### config.mk
export PLATFORM = sky130hd
export DESIGN_NAME = atmd_window
export DESIGN_NICKNAME = d
export VERILOG_FILES = /design/src/rtl/atmd_pkg.sv /design/src/rtl/atmd_window.sv
export SDC_FILE = /design/constraint.sdc
export NUM_CORES = 1
export LEC_CHECK = 0
export BUFFER_PORTS_ARGS = -buffer_cell sky130_fd_sc_hd__buf_2
export CAP_MARGIN = 10
export CORE_MARGIN = 1
export CORE_UTILIZATION = 35
export CTS_BUF_LIST = sky130_fd_sc_hd__clkbuf_4 sky130_fd_sc_hd__clkbuf_8
export DETAILED_ROUTE_END_ITERATION = 10
export HOLD_SLACK_MARGIN = 0.06
export SYNTH_ARGS = -nofsm -noshare
export SYNTH_HDL_FRONTEND = slang
export SYNTH_SLANG_ARGS = --single-unit
### constraint.sdc
create_clock -name clk_i -period 5.1 [get_ports clk_i]
set_clock_uncertainty 0.05 [all_clocks]
set_input_delay 0.255 -clock clk_i [delete_from_list [all_inputs] [get_ports clk_i]]
set_output_delay 0.255 -clock clk_i [all_outputs]
set_load 0.01 [all_outputs]
### src/rtl/atmd_pkg.sv
// Shared constants, types and elaboration-time CORDIC tables for the tilt detector.
package atmd_pkg;

  localparam int unsigned SampleW   = 16;
  localparam int unsigned AngleFrac = 7;
  localparam int unsigned AngleW    = AngleFrac + 8;
  localparam int unsigned Steps     = 40;
  localparam int unsigned NormW     = 41;
  localparam int unsigned RotW      = 48;
  localparam int unsigned GainW     = 21;
  localparam logic [GainW-1:0] GainQ20 = 21'd1726753;
  localparam int unsigned DegW      = 8 + AngleFrac;
  localparam logic [DegW-1:0] DegMul = DegW'(180 << AngleFrac);
  localparam logic [AngleW-1:0] AngleMax = AngleW'(90 << AngleFrac);
  localparam int unsigned ThrW      = 14;
  localparam int unsigned LenW      = 8;

  // configuration register indexes
  localparam logic CfgWindowLength = 1'b0;
  localparam logic CfgTiltThreshold = 1'b1;

  localparam logic [LenW-1:0] WindowLengthRst = 8'd100;
  localparam logic [ThrW-1:0] TiltThresholdRst = 14'd1920;

  typedef logic [63:0] atan_tab_t [Steps];

  typedef struct packed {
    logic        start;
    logic        flag;
  } win_req_t;

  function automatic logic [63:0] udiv(input logic [63:0] n, input logic [63:0] d);
    logic [63:0] q;
    logic [63:0] r;
    q = '0;
    r = '0;
    for (int k = 63; k >= 0; k--) begin
      r = {r[62:0], n[k]};
      if (r >= d) begin
        r = r - d;
        q[k] = 1'b1;
      end
    end
    return q;
  endfunction

  function automatic logic [63:0] atan_series(input logic [63:0] first,
                                              input logic [63:0] sq,
                                              input int unsigned sh);
    logic [63:0] p;
    logic [63:0] sum;
    logic [63:0] t;
    logic [63:0] k;
    logic        neg;
    p   = first;
    sum = first;
    k   = 64'd1;
    neg = 1'b1;
    for (int it = 0; it < 64; it++) begin
      if (sq != 0) p = udiv(p, sq);
      else p = (sh < 64) ? (p >> sh) : 64'd0;
      if (p == 0) break;
      t   = udiv(p, 2 * k + 1);
      sum = neg ? sum - t : sum + t;
      neg = !neg;
      k   = k + 1;
    end
    return sum;
  endfunction

  // atan(1) by Machin's formula, Q61
  function automatic logic [63:0] atan_quarter();
    logic [63:0] one;
    logic [63:0] a5;
    logic [63:0] a239;
    one  = 64'd1 << 61;
    a5   = atan_series(udiv(one, 64'd5), 64'd25, 0);
    a239 = atan_series(udiv(one, 64'd239), 64'd57121, 0);
    return 4 * a5 - a239;
  endfunction

  function automatic atan_tab_t build_atan();
    atan_tab_t tab;
    logic [63:0] one;
    one = 64'd1 << 61;
    tab[0] = atan_quarter();
    for (int i = 1; i < Steps; i++) begin
      tab[i] = atan_series(one >> i, 64'd0, 2 * i);
    end
    return tab;
  endfunction

  localparam atan_tab_t AtanTab = build_atan();
  localparam logic [63:0] PiQ41 = (4 * atan_quarter()) >> 20;
  localparam logic [63:0] PiHalf = PiQ41 >> 1;

endpackage

### src/rtl/atmd_window.sv
// Flag history ring and serial ones count over the current window fill.
module atmd_window
  import atmd_pkg::*;
#(
  parameter int unsigned MaxWindow = 128,
  parameter int unsigned CntW      = 8
) (
  input  logic            clk_i,
  input  logic            rst_ni,
  input  win_req_t        req_i,
  input  logic [LenW-1:0] len_i,
  output logic            done_o,
  output logic [CntW-1:0] ones_o,
  output logic [CntW-1:0] fill_o
);

  localparam int unsigned AW = (MaxWindow > 1) ? $clog2(MaxWindow) : 1;
  localparam int unsigned LW = (CntW > LenW) ? CntW : LenW;

  typedef enum logic [1:0] {
    W_IDLE = 2'b01,
    W_CNT  = 2'b10
  } win_state_e;

  win_state_e state_q;
  logic hist_q [MaxWindow];
  logic [AW-1:0] wp_q, addr_q;
  logic [CntW-1:0] fill_q, left_q, ones_q;
  logic rvld_q, rdata_q;

  logic [LW-1:0] len_ext, len_eff, fill_ext, keep;
  logic [AW-1:0] wp_next, addr_prev;

  always_comb begin
    len_ext = LW'(len_i);
    if (len_ext == '0) len_eff = LW'(1);
    else if (len_ext > LW'(MaxWindow)) len_eff = LW'(MaxWindow);
    else len_eff = len_ext;
    fill_ext = LW'(fill_q);
    keep     = (fill_ext < len_eff) ? fill_ext : len_eff - LW'(1);
  end

  assign wp_next   = (wp_q == AW'(MaxWindow - 1)) ? '0 : wp_q + AW'(1);
  assign addr_prev = (addr_q == '0) ? AW'(MaxWindow - 1) : addr_q - AW'(1);

  always_ff @(posedge clk_i) begin
    if (req_i.start && state_q == W_IDLE) hist_q[wp_q] <= req_i.flag;
    rdata_q <= hist_q[addr_q];
  end

  always_ff @(posedge clk_i or negedge rst_ni) begin
    if (!rst_ni) begin
      state_q <= W_IDLE;
      wp_q    <= '0;
      addr_q  <= '0;
      fill_q  <= '0;
      left_q  <= '0;
      ones_q  <= '0;
      rvld_q  <= 1'b0;
    end else begin
      unique case (state_q)
        W_IDLE: begin
          rvld_q <= 1'b0;
          if (req_i.start) begin
            fill_q  <= CntW'(keep + LW'(1));
            left_q  <= CntW'(keep + LW'(1));
            addr_q  <= wp_q;
            wp_q    <= wp_next;
            ones_q  <= '0;
            state_q <= W_CNT;
          end
        end
        W_CNT: begin
          // read newest to oldest; data lands in the cycle after its address
          if (left_q != '0) begin
            addr_q <= addr_prev;
            left_q <= left_q - CntW'(1);
            rvld_q <= 1'b1;
          end else begin
            rvld_q <= 1'b0;
          end
          if (rvld_q) ones_q <= ones_q + CntW'(rdata_q);
          if (left_q == '0 && !rvld_q) state_q <= W_IDLE;
        end
        default: state_q <= W_IDLE;
      endcase
    end
  end

  assign done_o = (state_q == W_CNT) && (left_q == '0) && !rvld_q;
  assign ones_o = ones_q;
  assign fill_o = fill_q;

endmodule

* After elaboration in Yosys (flattened, before gate mapping) *
Memories as Yosys holds them, arrays and structs flattened. A register that Yosys moved wholly into a read port is not among the register bits.
Index checks and enable logic that the tools add are counted.

word-level totals
  word-level logic and storage cells = 58
  output and inout port bits = 17
  bits in registers = 41
  memory bits (writable) = 128
  bits of input ports = 12
  memories kept = 1

memory list
  name    depth  bits a word  rd ports  clocked after memory_dff  wr ports  RTL line           text
  hist_q  128    1            1         1                         1         atmd_window.sv:26  logic hist_q [MaxWindow];

cells by class
  muxes and demuxes = 21
  reduce and logical (&&, ||, !) cells = 14
  $lt $le $gt $ge = 2
  equal/unequal tests = 7
  add/subtract/negate cells = 6

operator list
  operator                                                                count
  8-bit two-way mux                                                       7
  8-bit case mux with 2 select lines                                      2
  7-bit two-way mux                                                       4
  8-bit zero test                                                         2
  8-bit by 1-bit subtractor with 8-bit output (second input constant)     2
  7-bit case mux with 2 select lines                                      1
  8-bit by 1-bit adder with 8-bit output                                  1
  8-bit by 1-bit adder with 8-bit output (second input constant)          1
  8-bit greater-than comparator (second input constant)                   1
  8-bit < comparator                                                      1
  2-bit inequality test (second input constant)                           4
  8-bit nonzero test                                                      1
  7-bit by 1-bit adder with 7-bit output (second input constant)          1
  7-bit equality test (second input constant)                             1
  7-bit zero test                                                         1
  7-bit by 1-bit subtractor with 7-bit output (second input constant)     1
  3-bit AND reduction                                                     2
  1-bit logical AND                                                       4
  2-bit two-way mux                                                       2
  2-bit case mux with 2 select lines                                      1
  2-bit AND reduction                                                     2
  1-bit two-way mux                                                       3
  2-bit by 1-bit equality test with 1-bit output (second input constant)  1
  2-bit equality test (second input constant)                             1
  other kinds (3)                                                         3

* Logic depth before layout (Yosys ltp) *
Gate-level depths: netlist of the first run.

  word-level depth = 8
  mapped depth = 16
  gate-level depth less buffers = 15

* Worst setup path before layout of the first run *
Ideal clock, no wire load.

  kind = input port to flip-flop
  start point = input len_i[7]
  end point = register fill_q[6], in the netlist fill_o[6]
  buffers on the path = 1
  stages on the path = 15
  required time = 4,924 ps
  arrival time = 3,279 ps
  setup time = 126 ps
  path slack = 1,646 ps
  path through = clkbuf_1 inv_2 nand2_1 ha_1 a21o_1 a21o_1 a211oi_2 nand2_4 mux2_4 ha_1 and3_1 nand3_1 or3_1 a21oi_1 a221o_1

between the ends
  cells in the longest elaborated chain, start to end = 6
  elaborated cells on any way between the ends = 8
  classes of those cells = add/sub (2); order compare (2); mux (3); reduce/logical (1)

RTL lines
  element                                                                                   RTL line           text
  start: declaration                                                                        atmd_window.sv:11  input logic [LenW-1:0] len_i,
  8-bit greater-than comparator                                                             atmd_window.sv:37  else if (len_ext > LW'(MaxWindow)) len_eff = LW'(MaxWindow);
  8-bit two-way mux                                                                         atmd_window.sv:37
  8-bit two-way mux *                                                                       atmd_window.sv:36  if (len_ext == '0) len_eff = LW'(1);
  8-bit by 1-bit subtractor with 8-bit output / 8-bit < comparator (equally long branches)  atmd_window.sv:40  keep = (fill_ext < len_eff) ? fill_ext : len_eff - LW'(1);
  8-bit two-way mux *                                                                       atmd_window.sv:40
  8-bit by 1-bit adder with 8-bit output *                                                  atmd_window.sv:65  fill_q <= CntW'(keep + LW'(1));
  end signal: assignment                                                                    atmd_window.sv:65
  end: declaration                                                                          atmd_window.sv:28  logic [CntW-1:0] fill_q, left_q, ones_q;

Mark *: on every way between the ends. The rest lies on a longest branch, timed or not.
A chain may end at the register's enable or synchronous reset.

* Worst setup path in the final report of the first run *
  start point = register fill_q[5], in the netlist fill_o[5]
  end point = register fill_q[6], in the netlist fill_o[6]

between the ends
  cells in the longest elaborated chain, start to end = 3

RTL lines
  element                                   RTL line
  8-bit < comparator                        atmd_window.sv:40
  8-bit two-way mux *                       atmd_window.sv:40
  8-bit by 1-bit adder with 8-bit output *  atmd_window.sv:65

Marked as above.

==> metrics.md, run 1 <==
| Metric | Value |
|---|---|
| Critical path class | reg2reg |
| Place WS | 1.36 ns |
| Dpl hpwl | 12.1 mm |
| Hold Fails Final Rpt | 0 |
| Post-CTS setup buffers | 0 |
| Met2 Wirelength | 9.55 mm |
| # IOs | 29 |
| Syn Std Cell Area | 8690 um^2 |
| First-pass GRT wire length | 31.1 mm |
| Post-DR vias/cell | 5.27 |
| # diodes | 0 |
| Post-Layout Inst Area | 9540 um^2 |
| # nets final | 812 |
| Longest Clk Path Bufs | 2 |
| Worst path max stage delay | 0.68 ns |
| Pin count of the biggest net entering global routing | 129 |
| CTS root buffer | clkbuf_8 |
| Critical Path Fanout Max | 10 |
| Commonest non-fill, non-tap cell in the layout | nor2_1 |
| Die X-Extent | 160 um |
| Post-Synthesis Cells | 770 |
| PwrDens | 483 nW/um^2 |
| Final Hold Slack | 0.366 ns |
| Post-synth ARST share | 0.241 |
| Share of layout cells above drive strength 1 | 0.145 |
| CORE AREA | 24300 um^2 |
| Fillers | 2310 |
| CP Data Required Time | 5.46 ns |
| Maxcap violations | 0 |
| Top FF cell, synth | edfxtp_1 |
| DR DRC count | 0 |
| CTS resizes | 0 |
| Routed met3 length | 601 um |
| Synthesized area per cell | 11.3 um^2 |
| Worst path cell trace | ha_1 -> a21o_1 -> a21o_1 -> a211oi_2 -> nand2_4 -> mux2_4 -> ha_1 -> and3_1 -> nand3_1 -> or3_1 -> a21oi_1 -> a221o_1 |
| Clk Latency, worst-skew pair | 0.47 ns |
| WP data arrival | 3.98 ns |
| Worst hold path class | in2reg |
| Warning count from the yosys run | 0 |
| Leak | 3.22 nW |
| Layout area overhead | 9.76% |
| GRT Resource Usage Total | 0.157 |
| Setup WS post-layout | 1.48 ns |
| Clock buffer count from CTS | 17 |
| Routed Antenna Nets | 0 |
| CTS H-tree depth | 4 |
| M1 WL | 8.95 mm |
| DR WL/cell | 17.3 um |
| Netlist cell types | 74 |
| Final Max Slew Viols | 0 |
| Status | finished clean |
| EDFF count, synth | 128 |
| Setup TNS | 0 ns |
| Die Height | 160 um |
| FF+latch count, synth | 170 |
| Placed Area | 9090 um^2 |
| Fin crit share | 0.710 |
| Sequential share of the synthesized area | 0.563 |
| RSZ-0062 raised after global routing | no |
| Endpoints failing setup | 0 |
| Vias in the first global route | 5745 |
| Slew of the pin with the lowest slew margin | 1.11 ns |
| Starting Density | 0.357 |
| Net Count, Synth | 800 |
| Slew headroom | 0.259 |
| Port-buffer cells | 28 |
| DRT Pass-1 Iters | 4 |
| CTS clk-pin slew, worst paths | 0.09 ns |
| DR vias | 5901 |
| Drt total wl | 19.4 mm |
| Minimum clock period | 3.62 ns |
| Startpoint types | flip-flop |
| Top Layer Used | met4 |
| Grt total ovfl | 0 |
| GP Congestion | 0.785 |
| Maximum vdd ir drop | 0.188 mV |
| CP Capture Type | flip-flop |
| Die area | 25500 um^2 |
| Final Power | 4.60 mW |
| FP Rows | 57 |
| CTS tree | yes |
| Commonest cells after routing, fill and taps aside | nor2_1 (165), edfxtp_1 (128), nand2_1 (53) |
| Slowest-stage cell, CP | a211oi_2 |
| Sink Count | 170 |
| Iteration-0 DRC Markers | 525 |
| Initial antenna violation count | 0 |
| FMAX | 276 MHz |
==> where the power goes <==
part | switching, mW | internal [mW] | total [mW]
registers | 0.348 | 1.62 | 1.97
clock network | 0.533 | 0.502 | 1.03
logic | 0.901 | 0.698 | 1.60
total | 1.78 | 2.82 | 4.60
==> repair_timing <==
action / 4_1_cts / 5_1_grt
hold buffers: 2 / 0
setup endpoints to repair: 0 / 0
endpoints found under the hold margin: 41 / 0
==> through the flow <==
step / util / cells
2_1_floorplan: - / 770
3_3_place_gp: 0.374 / 1085
3_5_place_dp: 0.374 / 1085
4_1_cts: 0.392 / 1119
5_1_grt: 0.392 / 1119
6_report: 0.392 / 1119
==> sequential cells by signal (all words and copies together) (netlist names) <==
name and flops:
hist_q 128, fill_o 8, left_q 8, ones_o 8, addr_q 7, wp_q 7
state_q 2, rdata_q 1, rvld_q 1
==> cell usage after synthesis, types with 4 or more instances <==
master    count  area, um^2
o21ai_0      25         125
nand2_1      53         199
o21ai_1       5        25.0
edfxtp_1    128        3840
nor2_1      165         619
nor3_1       10        50.1
a22oi_1       6        45.0
o211ai_1      4        30.0
and2_1        5        31.3
nand4_1       6        37.5
clkbuf_1     33         124
xnor2_1       8        70.1
or2_2         6        37.5
mux4_2       23         518
a31oi_1       4        25.0
nand3_1      35         175
nor2b_1       9        56.3
a21o_1        5        37.5
nand2b_1      7        43.8
and3_1        9        56.3
or3_1         4        25.0
inv_1        14        52.6
a21oi_1      36         180
mux2i_1      29         290
buf_4         4        30.0
ha_1         18         225
xor2_1       10        87.6
dfrtp_1      40        1000
==> routing by layer <==
layer / vias to the layer above / GRT usage
li1: 2835 / -
met1: 2942 / 0.209
met2: 102 / 0.261
met3: 22 / 0.0229
met4: 0 / 0.0586
met5: - / 0
==> kinds of logic (layout without fill, tap and decap cells) <==
logic type	Yosys count	in the layout	synth area share
compound gates	118	118	0.0895
xor+xnor	18	18	0.0181
fa+ha+maj	18	18	0.0259
buf+inv	57	82	0.0282
flops	170	170	0.563
mux	56	56	0.0986
simple gates	333	333	0.177
==> layout make-up <==
| cell class | count | area, um^2 | area share |
|---|---|---|---|
| sequential | 170 | 4890 | 0.513 |
| multi-input combinational | 543 | 3560 | 0.374 |
| tap | 324 | 405 | 0.0425 |
| clock buffer | 18 | 241 | 0.0253 |
| timing repair buffer | 35 | 198 | 0.0207 |
| clock inverter | 14 | 184 | 0.0193 |
| inverter | 15 | 56.3 | 0.00590 |
==> worst max-delay path: cells and delay by family (launching register included) <==
kind	cells	cell delay (ns)
AND/OR/NAND/NOR	4	0.87
adder cells (fa/ha/maj)	2	0.60
flip-flops	1	0.47
AO/OA/AOI/OAI	5	1.29
multiplexers	1	0.26
==> worst paths after layout <==
path / startpoint / end / slack [ns] / cells past startpoint
max in group asynchronous: rst_ni / addr_q[0]$_DFFE_PN0P_ / 3.90 / 2
worst min-delay path: len_i[7] / fill_o[0]$_DFFE_PN0P_ / 0.37 / 4
worst max-delay path: fill_o[5]$_DFFE_PN0P_ / fill_o[6]$_DFFE_PN0P_ / 1.48 / 12
worst max register to register: fill_o[5]$_DFFE_PN0P_ / fill_o[6]$_DFFE_PN0P_ / 1.48 / 12
min in group asynchronous: rst_ni / fill_o[5]$_DFFE_PN0P_ / 0.43 / 2
worst min register to register: rvld_q$_DFFE_PN0P_ / rvld_q$_DFFE_PN0P_ / 0.49 / 2
No activity file was read; power rests on OpenSTA's default activity.
==> inputs of run 2 (changes only) <==
==> constraint.sdc (replaced) <==
create_clock -name clk_i -period 2.9 [get_ports clk_i]
set_clock_uncertainty 0.05 [all_clocks]
set_input_delay 0.145 -clock clk_i [delete_from_list [all_inputs] [get_ports clk_i]]
set_output_delay 0.145 -clock clk_i [all_outputs]
set_load 0.01 [all_outputs]
==> metrics.md, run 2 (synthesis gave the netlist of run 1 again) <==
| Metric | Value |
|---|---|
| Status | finished clean |
| Internal power | 5.09 mW |
| Die Height | 160 um |
| Fin cells | 1143 |
| PwrDens | 848 nW/um^2 |
| Worst path cell trace | ha_1 -> a21o_1 -> a21o_1 -> a211oi_4 -> nand2_4 -> mux2_4 -> ha_4 -> and3_4 -> nand3_2 -> or3_1 -> a21oi_1 -> a221o_1 |
| CTS clk-pin slew, worst paths | 0.09 ns |
| CP Capture Type | flip-flop |
| Sink Count | 170 |
| Comb pwr share | 0.402 |
| Dpl hpwl | 13.0 mm |
| Initial antenna violation count | 0 |
| GRT Resource Usage Total | 0.162 |
| Placed Cells | 1109 |
| Fin crit share | 0.931 |
| GP Congestion | 0.827 |
| Layout area overhead | 12.3% |
| CP Data Required Time | 3.26 ns |
| Psw | 3.18 mW |
| Commonest cells after routing, fill and taps aside | nor2_1 (165), edfxtp_1 (128), nand2_1 (52) |
| Longest Clk Path Bufs | 2 |
| Worst hold path class | in2reg |
| Startpoint types | flip-flop |
| Cell mode on critical path | a21o_1 |
| RSZ-0062 raised after global routing | no |
| Share of layout cells above drive strength 1 | 0.182 |
| Die area | 25500 um^2 |
| Critical Path Fanout Max | 6 |
| Setup TNS | 0 ns |
| CORE AREA | 24300 um^2 |
| DR DRC count | 0 |
| Clock network fraction of design power | 0.202 |
| WP data arrival | 3.06 ns |
| DR vias | 6020 |
| Starting Density | 0.357 |
| Setup WS post-layout | 0.200 ns |
| # IOs | 29 |
| CTS tree | yes |
| Largest Register | hist_q |
| # nets final | 836 |
| DR WL/cell | 17.5 um |
| Place WS | 0.0979 ns |
| Final Util | 0.402 |
| Max reg flops | 128 |
| FP Rows | 57 |
| Endpoints failing setup | 0 |
| Vias in the first global route | 5760 |
| Routed Antenna Nets | 0 |
| Sequential Power Share | 0.395 |
| CTS H-tree depth | 4 |
| Iteration-0 DRC Markers | 421 |
| Commonest non-fill, non-tap cell in the layout | nor2_1 |
| DRT Pass-1 Iters | 5 |
| CTS root buffer | clkbuf_8 |
| Slew of the pin with the lowest slew margin | 0.965 ns |
| Drt total wl | 20.0 mm |
| Maxcap violations | 0 |
| Clock buffer count from CTS | 17 |
| Clk Latency, worst-skew pair | 0.46 ns |
| Maximum vdd ir drop | 0.266 mV |
| Hold Fails Final Rpt | 0 |
| Die X-Extent | 160 um |
| Final Max Slew Viols | 0 |
| Critical path class | reg2reg |
| # diodes | 0 |
| Leak | 3.34 nW |
| Post-DR vias/cell | 5.27 |
| Pin count of the biggest net entering global routing | 89 |
| Port-buffer cells | 28 |
| Slowest-stage cell, CP | dfrtp_2 |
| Minimum clock period | 2.70 ns |
| Switching Share | 0.385 |
| Slew headroom | 0.357 |
| Grt total ovfl | 0 |
| Post-CTS setup buffers | 0 |
| First-pass GRT wire length | 31.8 mm |
| Final Hold Slack | 0.196 ns |
| Worst path max stage delay | 0.43 ns |
| FMAX | 370 MHz |
## run 2: repair_timing
| action | in CTS | in global routing |
|---|---|---|
| hold endpoints to repair | 42 | 0 |
| hold buffers | 2 | 0 |
| gates resized for setup | 0 | 0 |
## run 2: path summary, 6_finish.rpt
check,startpoint,to,slack [ns],cells after the start
min in group asynchronous,rst_ni,fill_o[7]$_DFFE_PN0P_,0.31,2
max in group asynchronous,rst_ni,addr_q[0]$_DFFE_PN0P_,1.81,2
worst max register to register,fill_o[4]$_DFFE_PN0P_,fill_o[6]$_DFFE_PN0P_,0.20,12
worst max-delay path,fill_o[4]$_DFFE_PN0P_,fill_o[6]$_DFFE_PN0P_,0.20,12
worst min register to register,rvld_q$_DFFE_PN0P_,rvld_q$_DFFE_PN0P_,0.48,2
worst min-delay path,req_i[0],hist_q[123]$_DFFE_PP_,0.20,1
## run 2: layout make-up
class,count,area [um^2]
sequential,170,4900
tap,324,405
inverter,15,58.8
timing repair buffer,59,403
clock inverter,14,148
multi-input combinational,543,3610
clock buffer,18,241
fill,2300,14600
## run 2: worst max-delay path: cells and delay by family (launching register included)
family	cells	cell delay, ns
adders and majority gates	2	0.36
and+or+nand+nor	4	0.69
AOI/OAI and AO/OA	5	0.86
muxes	1	0.25
DFF	1	0.43
## run 2: stage by stage
stage               cell area, um^2  total power, mW
floorplan                      8760             5.59
global placement               9360             6.63
detailed placement             9360             6.65
CTS                            9760             8.32
global route                   9760             8.79
finish                         9760             8.28
## run 2: power groups by stage
stage,Combinational [mW],Sequential [mW],Clock (mW)
final,3.33,3.27,1.68
after global routing,3.66,3.32,1.81
after CTS,3.34,3.27,1.71
after detailed placement,3.32,3.32,0
after floorplan,2.45,3.14,0
after global placement,3.31,3.32,0
## run 2: routing by layer
metal  global-route usage  routed length (um)
met2                0.265                9750
met5                    0                   0
met4               0.0529                 237
met3               0.0245                 684
met1                0.221                9370
==> inputs of run 3 (changes only) <==
--- a/config.mk
+++ b/config.mk
@@ -12,6 +12,8 @@
 export CTS_BUF_LIST = sky130_fd_sc_hd__clkbuf_4 sky130_fd_sc_hd__clkbuf_8
 export DETAILED_ROUTE_END_ITERATION = 10
 export HOLD_SLACK_MARGIN = 0.06
+export RECOVER_POWER = 50
+export REMOVE_ABC_BUFFERS = 1
 export SYNTH_ARGS = -nofsm -noshare
 export SYNTH_HDL_FRONTEND = slang
 export SYNTH_SLANG_ARGS = --single-unit
==> metrics.md, run 3 (synthesis gave the netlist of run 1 again) <==
| Metric | Value |
|---|---|
| Die area | 25500 um^2 |
| FP Rows | 57 |
| Top Layer Used | met4 |
| Layout area overhead | 12.6% |
| Maxcap violations | 1 |
| Drt total wl | 19.6 mm |
| # IOs | 29 |
| Fin crit share | 0.959 |
| Routed met3 length | 886 um |
| Clock network fraction of design power | 0.194 |
| Worst R2R Setup Slack | 0.12 ns |
| Critical Path Fanout Max | 4 |
| Vias in the first global route | 5927 |
| CP Data Required Time | 3.20 ns |
| M1 WL | 9.12 mm |
| CTS H-tree depth | 4 |
| Placed Area | 9370 um^2 |
| Setup WS post-layout | 0.118 ns |
| GRT Resource Usage Total | 0.159 |
| CORE AREA | 24300 um^2 |
| Psw | 3.25 mW |
| GP Congestion | 0.872 |
| # nets final | 848 |
| Endpoints failing setup | 0 |
| Startpoint types | flip-flop |
| Met2 Wirelength | 9.31 mm |
| CTS tree | yes |
| First-pass GRT wire length | 31.5 mm |
| R2r worst-path depth | 12 |
| Placed Cells | 1120 |
| Grt total ovfl | 0 |
| Iteration-0 DRC Markers | 530 |
| Worst hold path class | in2reg |
| Die X-Extent | 160 um |
| Fillers | 2339 |
| Initial antenna violation count | 0 |
| Final Max Slew Viols | 50 |
| FMAX | 359 MHz |
| Hold Fails Final Rpt | 0 |
| Sequential Power Share | 0.396 |
| Status | finished with violations |
| DRT Pass-1 Iters | 5 |
| Hold path cells | 5 |
| Slew of the pin with the lowest slew margin | 1.69 ns |
| CP Capture Type | flip-flop |
| Comb pwr share | 0.410 |
| WP data arrival | 3.08 ns |
| Place WS | -0.00192 ns |
| Post-DR vias/cell | 5.22 |
| CTS root buffer | clkbuf_8 |
| Post-Layout Inst Area | 9790 um^2 |
| Final Util | 0.402 |
| Minimum clock period | 2.78 ns |
| DR DRC count | 0 |
| Sequential cell area | 4890 um^2 |
| Commonest non-fill, non-tap cell in the layout | nor2_1 |
| Setup TNS | 0 ns |
| Starting Density | 0.357 |
| Fin cells | 1155 |
| Leak | 3.34 nW |
| Final Hold Slack | 0.283 ns |
| Max reg flops | 128 |
| Sink Count | 170 |
| Slew headroom | -0.127 |
| Routed Antenna Nets | 0 |
| Pin count of the biggest net entering global routing | 81 |
| Failing checks | capacitance limit, slew limit |
| Share of layout cells above drive strength 1 | 0.177 |
| Switching Share | 0.394 |
| Final Power | 8.25 mW |
| Internal power | 5.00 mW |
| Clk Latency, worst-skew pair | 0.47 ns |
| Port-buffer cells | 28 |
| Commonest cells after routing, fill and taps aside | nor2_1 (163), edfxtp_1 (128), nand2_1 (53) |
| Critical path class | reg2reg |
| DR WL/cell | 17.0 um |
| PwrDens | 843 nW/um^2 |
| Area of the multi-input gates | 3600 um^2 |
| # diodes | 0 |
| Longest Clk Path Bufs | 2 |
| Die Height | 160 um |
| CTS clk-pin slew, worst paths | 0.10 ns |
| Dpl hpwl | 12.9 mm |
| Clock buffer count from CTS | 17 |
| DR vias | 6029 |
| Largest Register | hist_q |
| Maximum vdd ir drop | 0.330 mV |
-- run 3: cell types whose count changed in the layout (fill, tap and decap cells not counted), sizes merged --
| cell | before | now |
|---|---|---|
| buf | 57 | 59 |
| clkinv | 8 | 5 |
| inv | 18 | 22 |
| bufinv | 2 | 0 |
| clkbuf | 18 | 28 |
| clkinvlp | 1 | 2 |
-- run 3: power groups by stage --
stage                     registers [mW]  clock network (mW)  logic (mW)
final                               3.26                1.60        3.38
after global routing                3.31                1.73        3.72
after CTS                           3.26                1.64        3.31
after detailed placement            3.32                   0        3.29
after global placement              3.32                   0        3.27
after floorplan                     3.38                   0        2.00
-- run 3: path summary, 6_finish.rpt --
kind | startpoint | endpoint
setup / recovery | fill_o[5]$_DFFE_PN0P_ | fill_o[6]$_DFFE_PN0P_
hold / removal | len_i[7] | fill_o[0]$_DFFE_PN0P_
setup reg to reg | fill_o[5]$_DFFE_PN0P_ | fill_o[6]$_DFFE_PN0P_
hold reg to reg | state_q[0]$_DFFE_PN1P_ | state_q[0]$_DFFE_PN1P_
max in group asynchronous | rst_ni | addr_q[0]$_DFFE_PN0P_
min in group asynchronous | rst_ni | fill_o[5]$_DFFE_PN0P_
-- run 3: cell type report --
cell class | instances | share of cell area
inverter | 15 | 0.00575
clock buffer | 18 | 0.0247
clock inverter | 14 | 0.0136
tap | 324 | 0.0414
sequential | 170 | 0.500
multi-input combinational | 543 | 0.368
timing repair buffer | 71 | 0.0464
-- run 3: repair_timing --
action	4_1_cts	5_1_grt
setup buffers	0	1
hold buffers	2	0
hold endpoints to repair	42	0
resized for setup	0	7
pin swaps	1	6
setup endpoints to repair	2	3
-- run 3: critical path, stage by stage, from the launching register on --
cell and delay, ns:
dfrtp_1 0.42, ha_4 0.22, a21o_1 0.15, a21o_1 0.18, a211oi_4 0.31, nand2_4 0.10, mux2_4 0.34, ha_4 0.17
and3_1 0.19, nand3_1 0.10, or3_1 0.11, a21oi_1 0.05, a221o_1 0.26
-- run 3: routing by layer --
metal,global-route usage,up-vias
met2,0.260,151
met1,0.214,2941
met3,0.0255,28
li1,-,2909
met5,0,-
met4,0.0533,0
